--- config.mk ---
export PLATFORM = sky130hd
export DESIGN_NAME = rqmd_norm
export DESIGN_NICKNAME = d
export VERILOG_FILES = /design/src/rtl/core/rqmd_pkg.sv /design/src/rtl/core/rqmd_norm.sv
export SDC_FILE = /design/constraint.sdc
export NUM_CORES = 2
export LEC_CHECK = 0
export ABC_AREA = 1
export ABC_CLOCK_PERIOD_IN_PS = 27600
export BUFFER_PORTS_ARGS = -buffer_cell sky130_fd_sc_hd__buf_4
export CORE_ASPECT_RATIO = 1.4
export CORE_MARGIN = 4
export CORE_UTILIZATION = 45
export DETAILED_ROUTE_END_ITERATION = 10
export HOLD_SLACK_MARGIN = 0.08
export SETUP_SLACK_MARGIN = 0.05
export SLEW_MARGIN = 0
export SYNTH_ARGS = -nofsm -noshare
export SYNTH_HDL_FRONTEND = slang
export SYNTH_SLANG_ARGS = --single-unit
--- constraint.sdc ---
create_clock -name clk -period 27.6 [get_ports clk]
set_input_delay 4.14 -clock clk [delete_from_list [all_inputs] [get_ports clk]]
set_output_delay 4.14 -clock clk [all_outputs]
set_load 0.03 [all_outputs]
--- src/rtl/core/rqmd_pkg.sv ---
`timescale 1ns / 1ps
// ----------------------------------------------------------------------------
// rqmd_pkg
// Types, stage counts and constant sRGB tables for the quad mip downsampler.
// ----------------------------------------------------------------------------
package rqmd_pkg;

  typedef enum logic [1:0] {
    MODE_LINEAR  = 2'd0,
    MODE_SRGB    = 2'd1,
    MODE_NORMAL  = 2'd2,
    MODE_OPACITY = 2'd3
  } filter_mode_t;

  typedef struct packed {
    logic [31:0] pixel_top_left;
    logic [31:0] pixel_top_right;
    logic [31:0] pixel_bottom_left;
    logic [31:0] pixel_bottom_right;
  } quad_t;

  typedef struct packed {
    logic [7:0] out_red;
    logic [7:0] out_green;
    logic [7:0] out_blue;
    logic [7:0] out_alpha;
  } pix_t;

  // front end result: channel sums, sRGB bytes, normal terms
  typedef struct packed {
    logic [3:0][9:0]  sum;
    logic [2:0][7:0]  srgb;
    logic [21:0]      q;
    logic [2:0][10:0] v;
    logic             cov;
    filter_mode_t     mode;
  } front_t;

  // data that rides alongside the normal unit
  typedef struct packed {
    logic [3:0][9:0] sum;
    logic [2:0][7:0] srgb;
    logic            cov;
    filter_mode_t    mode;
  } side_t;

  localparam int FRONT_STAGES  = 4;
  localparam int ISQ_ITERS     = 19;
  localparam int ISQ_PER_STAGE = 4;
  localparam int ISQ_STAGES    = (ISQ_ITERS + ISQ_PER_STAGE - 1) / ISQ_PER_STAGE;
  localparam int ISQ_TOP_SHIFT = 2 * (ISQ_ITERS - 1);
  localparam int DIV_STAGES    = 3;
  localparam int NORM_STAGES   = ISQ_STAGES + DIV_STAGES;
  localparam int PIPE_STAGES   = FRONT_STAGES + NORM_STAGES + 1;

  localparam longint unsigned Q30_ONE   = 64'd1 << 30;
  localparam longint unsigned LIN_D255  = 64'd1292 * 64'd255;
  localparam longint unsigned LIN_D510  = 64'd1292 * 64'd510;
  localparam longint unsigned GAM_D255  = 64'd1055 * 64'd255;
  localparam longint unsigned GAM_D510  = 64'd1055 * 64'd510;

  typedef logic [255:0][15:0] lin_tab_t;
  typedef logic [255:0][17:0] thr_tab_t;

  function automatic longint unsigned pow5_q30(longint unsigned r);
    longint unsigned p;
    p = r;
    for (int i = 0; i < 4; i++) begin
      p = (p * r) >> 30;
    end
    return p;
  endfunction

  // sRGB to linear of num/255 (half = 0) or num/510 (half = 1), Q30
  function automatic longint unsigned lin_q30(longint unsigned num, logic half);
    longint unsigned den;
    longint unsigned x;
    longint unsigned t;
    longint unsigned s;
    longint unsigned lo;
    longint unsigned hi;
    longint unsigned mid;
    den = half ? 64'd510 : 64'd255;
    if (num * 64'd100000 <= 64'd4045 * den) begin
      if (half) begin
        return (((num * 64'd100) << 30) + LIN_D510 / 2) / LIN_D510;
      end
      return (((num * 64'd100) << 30) + LIN_D255 / 2) / LIN_D255;
    end
    x = 64'd1000 * num + 64'd55 * den;
    if (half) begin
      t = ((x << 30) + GAM_D510 / 2) / GAM_D510;
    end else begin
      t = ((x << 30) + GAM_D255 / 2) / GAM_D255;
    end
    if (t > Q30_ONE) begin
      t = Q30_ONE;
    end
    s  = (t * t) >> 30;
    lo = 64'd0;
    hi = Q30_ONE;
    for (int i = 0; i < 32; i++) begin
      if (lo < hi) begin
        mid = (lo + hi + 64'd1) >> 1;
        if (pow5_q30(mid) <= s) begin
          lo = mid;
        end else begin
          hi = mid - 64'd1;
        end
      end
    end
    return (s * lo + Q30_ONE / 2) >> 30;
  endfunction

  function automatic lin_tab_t build_lin_tab();
    lin_tab_t        tab;
    longint unsigned e;
    for (int k = 0; k < 256; k++) begin
      e = (lin_q30(64'(k), 1'b0) * 64'd65535 + Q30_ONE / 2) >> 30;
      if (e > 64'd65535) begin
        e = 64'd65535;
      end
      tab[k] = e[15:0];
    end
    return tab;
  endfunction

  // smallest linear sum that encodes to at least byte k
  function automatic thr_tab_t build_thr_tab();
    thr_tab_t        tab;
    longint unsigned thr;
    longint unsigned c;
    tab[0] = 18'd0;
    for (int k = 1; k < 256; k++) begin
      thr = lin_q30(64'(2 * k - 1), 1'b1);
      c = (thr * 64'd262140 + Q30_ONE - 64'd1) >> 30;
      tab[k] = c[17:0];
    end
    return tab;
  endfunction

  localparam lin_tab_t LIN_TAB = build_lin_tab();
  localparam thr_tab_t THR_TAB = build_thr_tab();

endpackage

--- src/rtl/core/rqmd_norm.sv ---
`timescale 1ns / 1ps
// ----------------------------------------------------------------------------
// rqmd_norm
// Normal renormalization: pipelined integer square root of the squared
// length, then a pipelined rounded divide per component.
// ----------------------------------------------------------------------------
module rqmd_norm (
  input  logic             clk,
  input  logic             adv,
  input  logic [21:0]      q,
  input  logic [2:0][10:0] v,
  output logic [2:0][7:0]  xyz
);

  localparam int LAST = rqmd_pkg::ISQ_STAGES - 1;

  logic [38:0]      isq_rem  [rqmd_pkg::ISQ_STAGES];
  logic [38:0]      isq_root [rqmd_pkg::ISQ_STAGES];
  logic [2:0][10:0] isq_v    [rqmd_pkg::ISQ_STAGES];
  logic             isq_zero [rqmd_pkg::ISQ_STAGES];

  for (genvar s = 0; s < rqmd_pkg::ISQ_STAGES; s++) begin : g_isq
    logic [38:0]      rem_in;
    logic [38:0]      root_in;
    logic [2:0][10:0] v_in;
    logic             zero_in;
    logic [38:0]      rem_c;
    logic [38:0]      root_c;

    if (s == 0) begin : g_first
      assign rem_in  = {1'b0, q, 16'd0};
      assign root_in = 39'd0;
      assign v_in    = v;
      assign zero_in = (q == 22'd0);
    end else begin : g_rest
      assign rem_in  = isq_rem[s-1];
      assign root_in = isq_root[s-1];
      assign v_in    = isq_v[s-1];
      assign zero_in = isq_zero[s-1];
    end

    always_comb begin
      logic [38:0] bitv;
      rem_c  = rem_in;
      root_c = root_in;
      for (int k = 0; k < rqmd_pkg::ISQ_PER_STAGE; k++) begin
        if (s * rqmd_pkg::ISQ_PER_STAGE + k < rqmd_pkg::ISQ_ITERS) begin
          bitv = 39'd1 << (rqmd_pkg::ISQ_TOP_SHIFT - 2 * (s * rqmd_pkg::ISQ_PER_STAGE + k));
          if (rem_c >= root_c + bitv) begin
            rem_c  = rem_c - (root_c + bitv);
            root_c = (root_c >> 1) + bitv;
          end else begin
            root_c = root_c >> 1;
          end
        end
      end
    end

    always_ff @(posedge clk) begin
      if (adv) begin
        isq_rem[s]  <= rem_c;
        isq_root[s] <= root_c;
        isq_v[s]    <= v_in;
        isq_zero[s] <= zero_in;
      end
    end
  end

  // divide setup: numerator, denominator, sign and saturation
  logic [19:0]      len;
  logic [2:0][28:0] num_c;
  logic [20:0]      den_c;
  logic [2:0]       pos_c;
  logic [2:0]       sat_c;

  logic [2:0][28:0] d0_num;
  logic [20:0]      d0_den;
  logic [2:0]       d0_pos;
  logic [2:0]       d0_sat;
  logic             d0_zero;

  assign len   = isq_root[LAST][19:0];
  assign den_c = {len, 1'b0};

  always_comb begin
    logic signed [21:0] t;
    logic signed [29:0] n;
    for (int c = 0; c < 3; c++) begin
      t = $signed({2'b00, len}) + $signed({{3{isq_v[LAST][c][10]}}, isq_v[LAST][c], 8'd0});
      n = $signed({t, 8'd0}) - 30'(t);
      pos_c[c] = !n[29] && (n != 30'sd0);
      num_c[c] = {1'b0, n[27:0]} + 29'(len);
      sat_c[c] = num_c[c] >= {den_c, 8'd0};
    end
  end

  always_ff @(posedge clk) begin
    if (adv) begin
      d0_num  <= num_c;
      d0_den  <= den_c;
      d0_pos  <= pos_c;
      d0_sat  <= sat_c;
      d0_zero <= isq_zero[LAST];
    end
  end

  // restoring divide, upper quotient bits
  logic [2:0][28:0] hi_rem_c;
  logic [2:0][3:0]  hi_quo_c;
  logic [2:0][28:0] d1_rem;
  logic [2:0][3:0]  d1_quo;
  logic [20:0]      d1_den;
  logic [2:0]       d1_pos;
  logic [2:0]       d1_sat;
  logic             d1_zero;

  always_comb begin
    logic [28:0] dd;
    for (int c = 0; c < 3; c++) begin
      hi_rem_c[c] = d0_num[c];
      hi_quo_c[c] = 4'd0;
      for (int k = 7; k >= 4; k--) begin
        dd = 29'(d0_den) << k;
        if (hi_rem_c[c] >= dd) begin
          hi_rem_c[c]      = hi_rem_c[c] - dd;
          hi_quo_c[c][k-4] = 1'b1;
        end
      end
    end
  end

  always_ff @(posedge clk) begin
    if (adv) begin
      d1_rem  <= hi_rem_c;
      d1_quo  <= hi_quo_c;
      d1_den  <= d0_den;
      d1_pos  <= d0_pos;
      d1_sat  <= d0_sat;
      d1_zero <= d0_zero;
    end
  end

  // lower quotient bits and final select
  logic [2:0][7:0] byte_c;

  always_comb begin
    logic [28:0] rem;
    logic [3:0]  quo;
    logic [28:0] dd;
    for (int c = 0; c < 3; c++) begin
      rem = d1_rem[c];
      quo = 4'd0;
      for (int k = 3; k >= 0; k--) begin
        dd = 29'(d1_den) << k;
        if (rem >= dd) begin
          rem    = rem - dd;
          quo[k] = 1'b1;
        end
      end
      priority if (d1_zero) begin
        byte_c[c] = 8'd128;
      end else if (!d1_pos[c]) begin
        byte_c[c] = 8'd0;
      end else if (d1_sat[c]) begin
        byte_c[c] = 8'd255;
      end else begin
        byte_c[c] = {d1_quo[c], quo};
      end
    end
  end

  always_ff @(posedge clk) begin
    if (adv) begin
      xyz <= byte_c;
    end
  end

endmodule

Word level (Yosys, flattened, before mapping)
Memories as Yosys holds them, arrays and structs flattened. A register that Yosys moved wholly into a read port is not among the register bits.
Index checks and enable logic that the tools add are counted.

word-level totals
  memories = 4
  memory bits (writable) = 560
  register bits = 263
  word-level logic and storage cells = 264
  input bits = 57
  output and inout bits = 24

memory list
  memory    depth  width  read ports  clocked after memory_dff  write ports  line             RTL
  isq_rem   5      39     4           0                         5            rqmd_norm.sv:17  logic [38:0] isq_rem [rqmd_pkg::ISQ_STAGES];
  isq_root  5      39     5           0                         5            rqmd_norm.sv:18  logic [38:0] isq_root [rqmd_pkg::ISQ_STAGES];
  isq_v     5      33     5           0                         5            rqmd_norm.sv:19  logic [2:0][10:0] isq_v [rqmd_pkg::ISQ_STAGES];
  isq_zero  5      1      5           1                         5            rqmd_norm.sv:20  logic isq_zero [rqmd_pkg::ISQ_STAGES];

operators by class
  reduce and logical (&&, ||, !) cells = 13
  magnitude comparators = 46
  bitwise operators = 3
  add/subtract/negate cells = 85
  muxes and demuxes = 91

operators with widths
  kind                                                            number
  39-bit 2-to-1 mux                                               37
  39-bit greater-or-equal comparator                              18
  39-bit subtractor                                               17
  29-bit 2-to-1 mux                                               21
  30-bit nonzero test                                             3
  30-bit by 22-bit subtractor with 30-bit output                  3
  28-bit by 20-bit adder with 29-bit output                       3
  29-bit by 21-bit greater-or-equal comparator with 1-bit output  3
  29-bit by 22-bit greater-or-equal comparator with 1-bit output  3
  29-bit by 23-bit greater-or-equal comparator with 1-bit output  3
  29-bit by 24-bit greater-or-equal comparator with 1-bit output  3
  29-bit by 25-bit greater-or-equal comparator with 1-bit output  3
  29-bit by 26-bit greater-or-equal comparator with 1-bit output  3
  29-bit by 27-bit greater-or-equal comparator with 1-bit output  3
  29-bit by 28-bit greater-or-equal comparator with 1-bit output  3
  29-bit greater-or-equal comparator                              3
  29-bit by 22-bit subtractor with 29-bit output                  3
  29-bit by 23-bit subtractor with 29-bit output                  3
  29-bit by 24-bit subtractor with 29-bit output                  3
  29-bit by 25-bit subtractor with 29-bit output                  3
  29-bit by 26-bit subtractor with 29-bit output                  3
  29-bit by 27-bit subtractor with 29-bit output                  3
  29-bit by 28-bit subtractor with 29-bit output                  3
  21-bit by 19-bit adder with 22-bit output                       3
  47 further kinds                                                85

Longest topological paths before layout
An unclocked memory read counts as a cell.

  depth after elaboration = 13
  mapped depth = 76

Worst setup path before layout
No wires, ideal clock.

  path type = flip-flop to flip-flop
  start = register d0_den[2]
  end = register d1_rem[72] (netlist name) (data pin)
  cell stages (with the launch flop) = 66
  setup time = 0.253 ns
  clock period less this slack = 10.566 ns
  arrival = 10.313 ns
  data required time = 27.347 ns
  path slack = 17.034 ns
  path through = edfxtp_1 inv_1 ha_1 a31oi_1 o21ai_0 nand3_1 nand4_1 inv_1 clkbuf_1 clkbuf_1 nand2_1 o21ai_0 ha_1 nand3_1 nand3_1 nand2_1 o211ai_1 a21boi_1 (+30 left out) nand2_1 nand3_1 nand2_1 nand3_1 nand2_1 nand3_1 nand2_1 a21oi_1 inv_1 a21oi_1 inv_1 nand2_1 nand3_1 nor2_1 nand3_2 buf_2 nand2_1 nand2_1

RTL lines
  what                    line              RTL
  from (decl)             rqmd_norm.sv:77   logic [20:0] d0_den;
  from (signal assigned)  rqmd_norm.sv:100  d0_den <= den_c;
  to (signal assigned)    rqmd_norm.sv:134  d1_rem <= hi_rem_c;
  to (decl)               rqmd_norm.sv:110  logic [2:0][28:0] d1_rem;

==> metrics.txt <==
status=complete, no violations; vias in the first global route=67016; slowest CP cell=inv_1; synthesized net count=11085; reg-to-reg endpoint=d1_rem[79]$_DFFE_PP_; Resized cells post-CTS=0; Total Die Area=between 150000 and 200000 um2; slowest stage delay, CP=0.77 ns; RSZ-0062 raised after global routing=no; DP HPWL=between 200000 and 250000 um; CTS Buf Count=67; Post-synth EDFFs=565; Worst Hold Path EP=isq_v[0][45]$_DFFE_PP_; I/O pin count=81; most frequently used flop master after synthesis=edfxtp_1; DRC Markers=0; Startpoint Class=flop; Vias=between 60000 and 70000; Reg area=17000 um2; total stage count of the critical path=61; clk slew on worst S/H paths=around 0.060 ns; placed standard-cell area=~73000 um2; Hold-fix buffers, CTS=0; minimum clock period=roughly 14 ns; Hold Crit Class=reg -> reg; Die Ht=476 um; worst setup path start=d0_den[18]$_DFFE_PP_; endpoints failing hold=0; Crit path max-delay family=compound AO/OA/AOI/OAI gates; final worst-path cycle share=49.3%; antenna viol nets, final=0; Hold Path Depth=0; Worst path most repeated cell=nand2_1; Top Layer Used=met4; Max Root-Sink Buffers=3; setup repair bufs after CTS=0; H-tree depth=3; GRT Total Usage=29.1%; FF-to-FF Start=d0_den[18]$_DFFE_PP_; Slew HR=between 20% and 30%; synth warn=0; Worst Clk Skew=about 0.054 ns; Core ar.=about 160000 um2; drt via density=about 5.5; Routed WL per cell=about 20 um; FF+latch count, synth=565; met3 wire length=7680 um; most frequent cells in the layout=nand2_1, inv_1, nor2_1; Buf+Inv Stages, Crit Path=9; CTS root buf=clkbuf_16; Gate Count Post-Synth=just over 10000; # fillers=15809; Initial Utilization=a little under half; CTS Sinks=between 500 and 600; Finished Core Util=around half; CP required=about 28 ns; Port Buffers=80; commonest non-fill, non-tap cell in the layout=nand2_1; GPL Wtd Cong=between 0.9 and 1; Rows=171; Area Overhead vs Synth=7.83%; area of the multi-input gates=~48000 um2; pre-CTS setup slack=13.45 ns; Met2 Wirelength=approximately 130000 um; Cell variety after synth=71; CP max FO=32; Max-cap violations=0; Setup TNS=0 ns; Setup CP Type=reg -> reg; Non-Filler Cell Area, Final=~76000 um2; Worst-Margin Slew=1.12 ns; setup ws final=between 10 and 15 ns; synthesized area=70300 um2; Die X=roughly 340 um; final number of setup-violating endpoints=0; critical path endpoint category=flop; First DRT Iteration DRCs=between 3000 and 4000; Reg2Reg Depth=61; grt total ovfl=0; WL met1=between 80000 and 90000 um; hold path startpoint=isq_v[0][12]$_DFFE_PP_; max frequency=between 70 and 80 MHz; critical path arrival=between 10 and 15 ns; DRT Wirelength=between 200000 and 250000 um; layout cells sized above 1=under 10%; Post-Syn Area per Cell=6.91 um2; first-pass GRT wire length=about 370000 um; CTS tree=built; largest net degree at the start of global routing=~100; Pre-Repair DR Iteration Count=9; antenna violations before repair=20; worst-skew pair later-pin latency=0.69 ns; register area share after synthesis=24.1%; r2r setup slk=between 10 and 15 ns; Post-synth ARST share=0%; Final nets=around 11000; fin. max-slew vios=0
==> stage by stage <==
step	hold WS, ns	std cells
2_1_floorplan	0.400	10170
3_3_place_gp	0.402	12285
3_5_place_dp	0.405	12285
4_1_cts	0.407	12406
5_1_grt	0.401	12417
6_report	0.397	12418
==> layout make-up <==
type                    count  area share [%]
diodes                     11          0.0363
well taps                2076            3.43
repair buffers            169            1.68
clock buffers              76            2.29
flip-flops and latches    565            22.4
inverters                1304            6.46
clock inverters            45           0.740
multi-input cells        8172            63.0
==> worst reg2reg max path: cells and delay by family, from the launching register on <==
family / cells / cell delay (ns)
and+or+nand+nor: 27 / 4.33
AOI/OAI and AO/OA: 21 / 4.80
DFF: 1 / 0.39
buffers and inverters: 9 / 2.44
adders and majority gates: 4 / 1.41
==> routing by layer <==
| layer | vias up | GRT usage [%] |
|---|---|---|
| met4 | 0 | 24.9 |
| met1 | 30996 | 27.5 |
| met3 | 819 | 2.95 |
| li1 | 34516 | - |
| met2 | 1668 | 56.0 |
| met5 | - | 0 |
==> worst max path at each step <==
| stage | slack [ns] | endpoint |
|---|---|---|
| floorplan | 17.03 | d1_rem[72]$_DFFE_PP_ |
| global placement | 13.60 | d1_rem[86]$_DFFE_PP_ |
| detailed placement | 13.45 | d1_rem[79]$_DFFE_PP_ |
| CTS | 13.41 | d1_rem[79]$_DFFE_PP_ |
| global route | 12.65 | d1_rem[69]$_DFFE_PP_ |
| finish | 14.00 | d1_rem[79]$_DFFE_PP_ |
==> sequential cells by signal (all words and copies together), names as in the netlist <==
register,cells
d0_den,19
d0_num,70
d0_pos,3
d0_sat,3
d0_zero,1
d1_den,19
d1_pos,3
d1_quo,12
d1_rem,76
d1_sat,3
d1_zero,1
isq_rem,102
isq_root,59
isq_v,165
isq_zero,5
xyz,24
==> logic make-up (layout without fill, tap and decap cells) <==
logic type,Yosys count,count (layout),share of synthesized area (%)
adder cells (fa/ha/maj),858,858,15.6
buffers and inverters,1433,1594,7.97
AND/OR/NAND/NOR,4694,4694,28.7
AO/OA/AOI/OAI,1922,1922,15.0
other,0,11,0
flip-flops,565,565,24.1
XOR/XNOR,698,698,8.70
==> cell usage after synthesis (27+ instances only) <==
master       n  area, um2
o21a_1      28        210
clkbuf_1    63        236
nor3_1     109        546
o21ai_0    754       3770
nor2_1     886       3330
edfxtp_1   565      17000
nand2_2     37        231
o211ai_1    31        233
xor2_1     410       3590
a31oi_1     36        225
nand3_2     32        320
nand2_1   2597       9750
inv_1     1267       4760
a21boi_0    30        225
or2_2       34        213
nor2_2      28        175
ha_1       831      10400
a21o_1      58        435
o21ai_1     52        260
nand3b_1    47        353
nor4_1      49        307
a21oi_1    781       3910
buf_2       36        180
nand4_1    204       1280
o21bai_1    47        353
inv_2       30        113
fa_1        27        541
xnor2_1    288       2520
nand3_1    612       3060
Power is left out: the tool's default activity adds up to more than one toggle a clock period on the data nets, which glitch-free logic cannot reach.
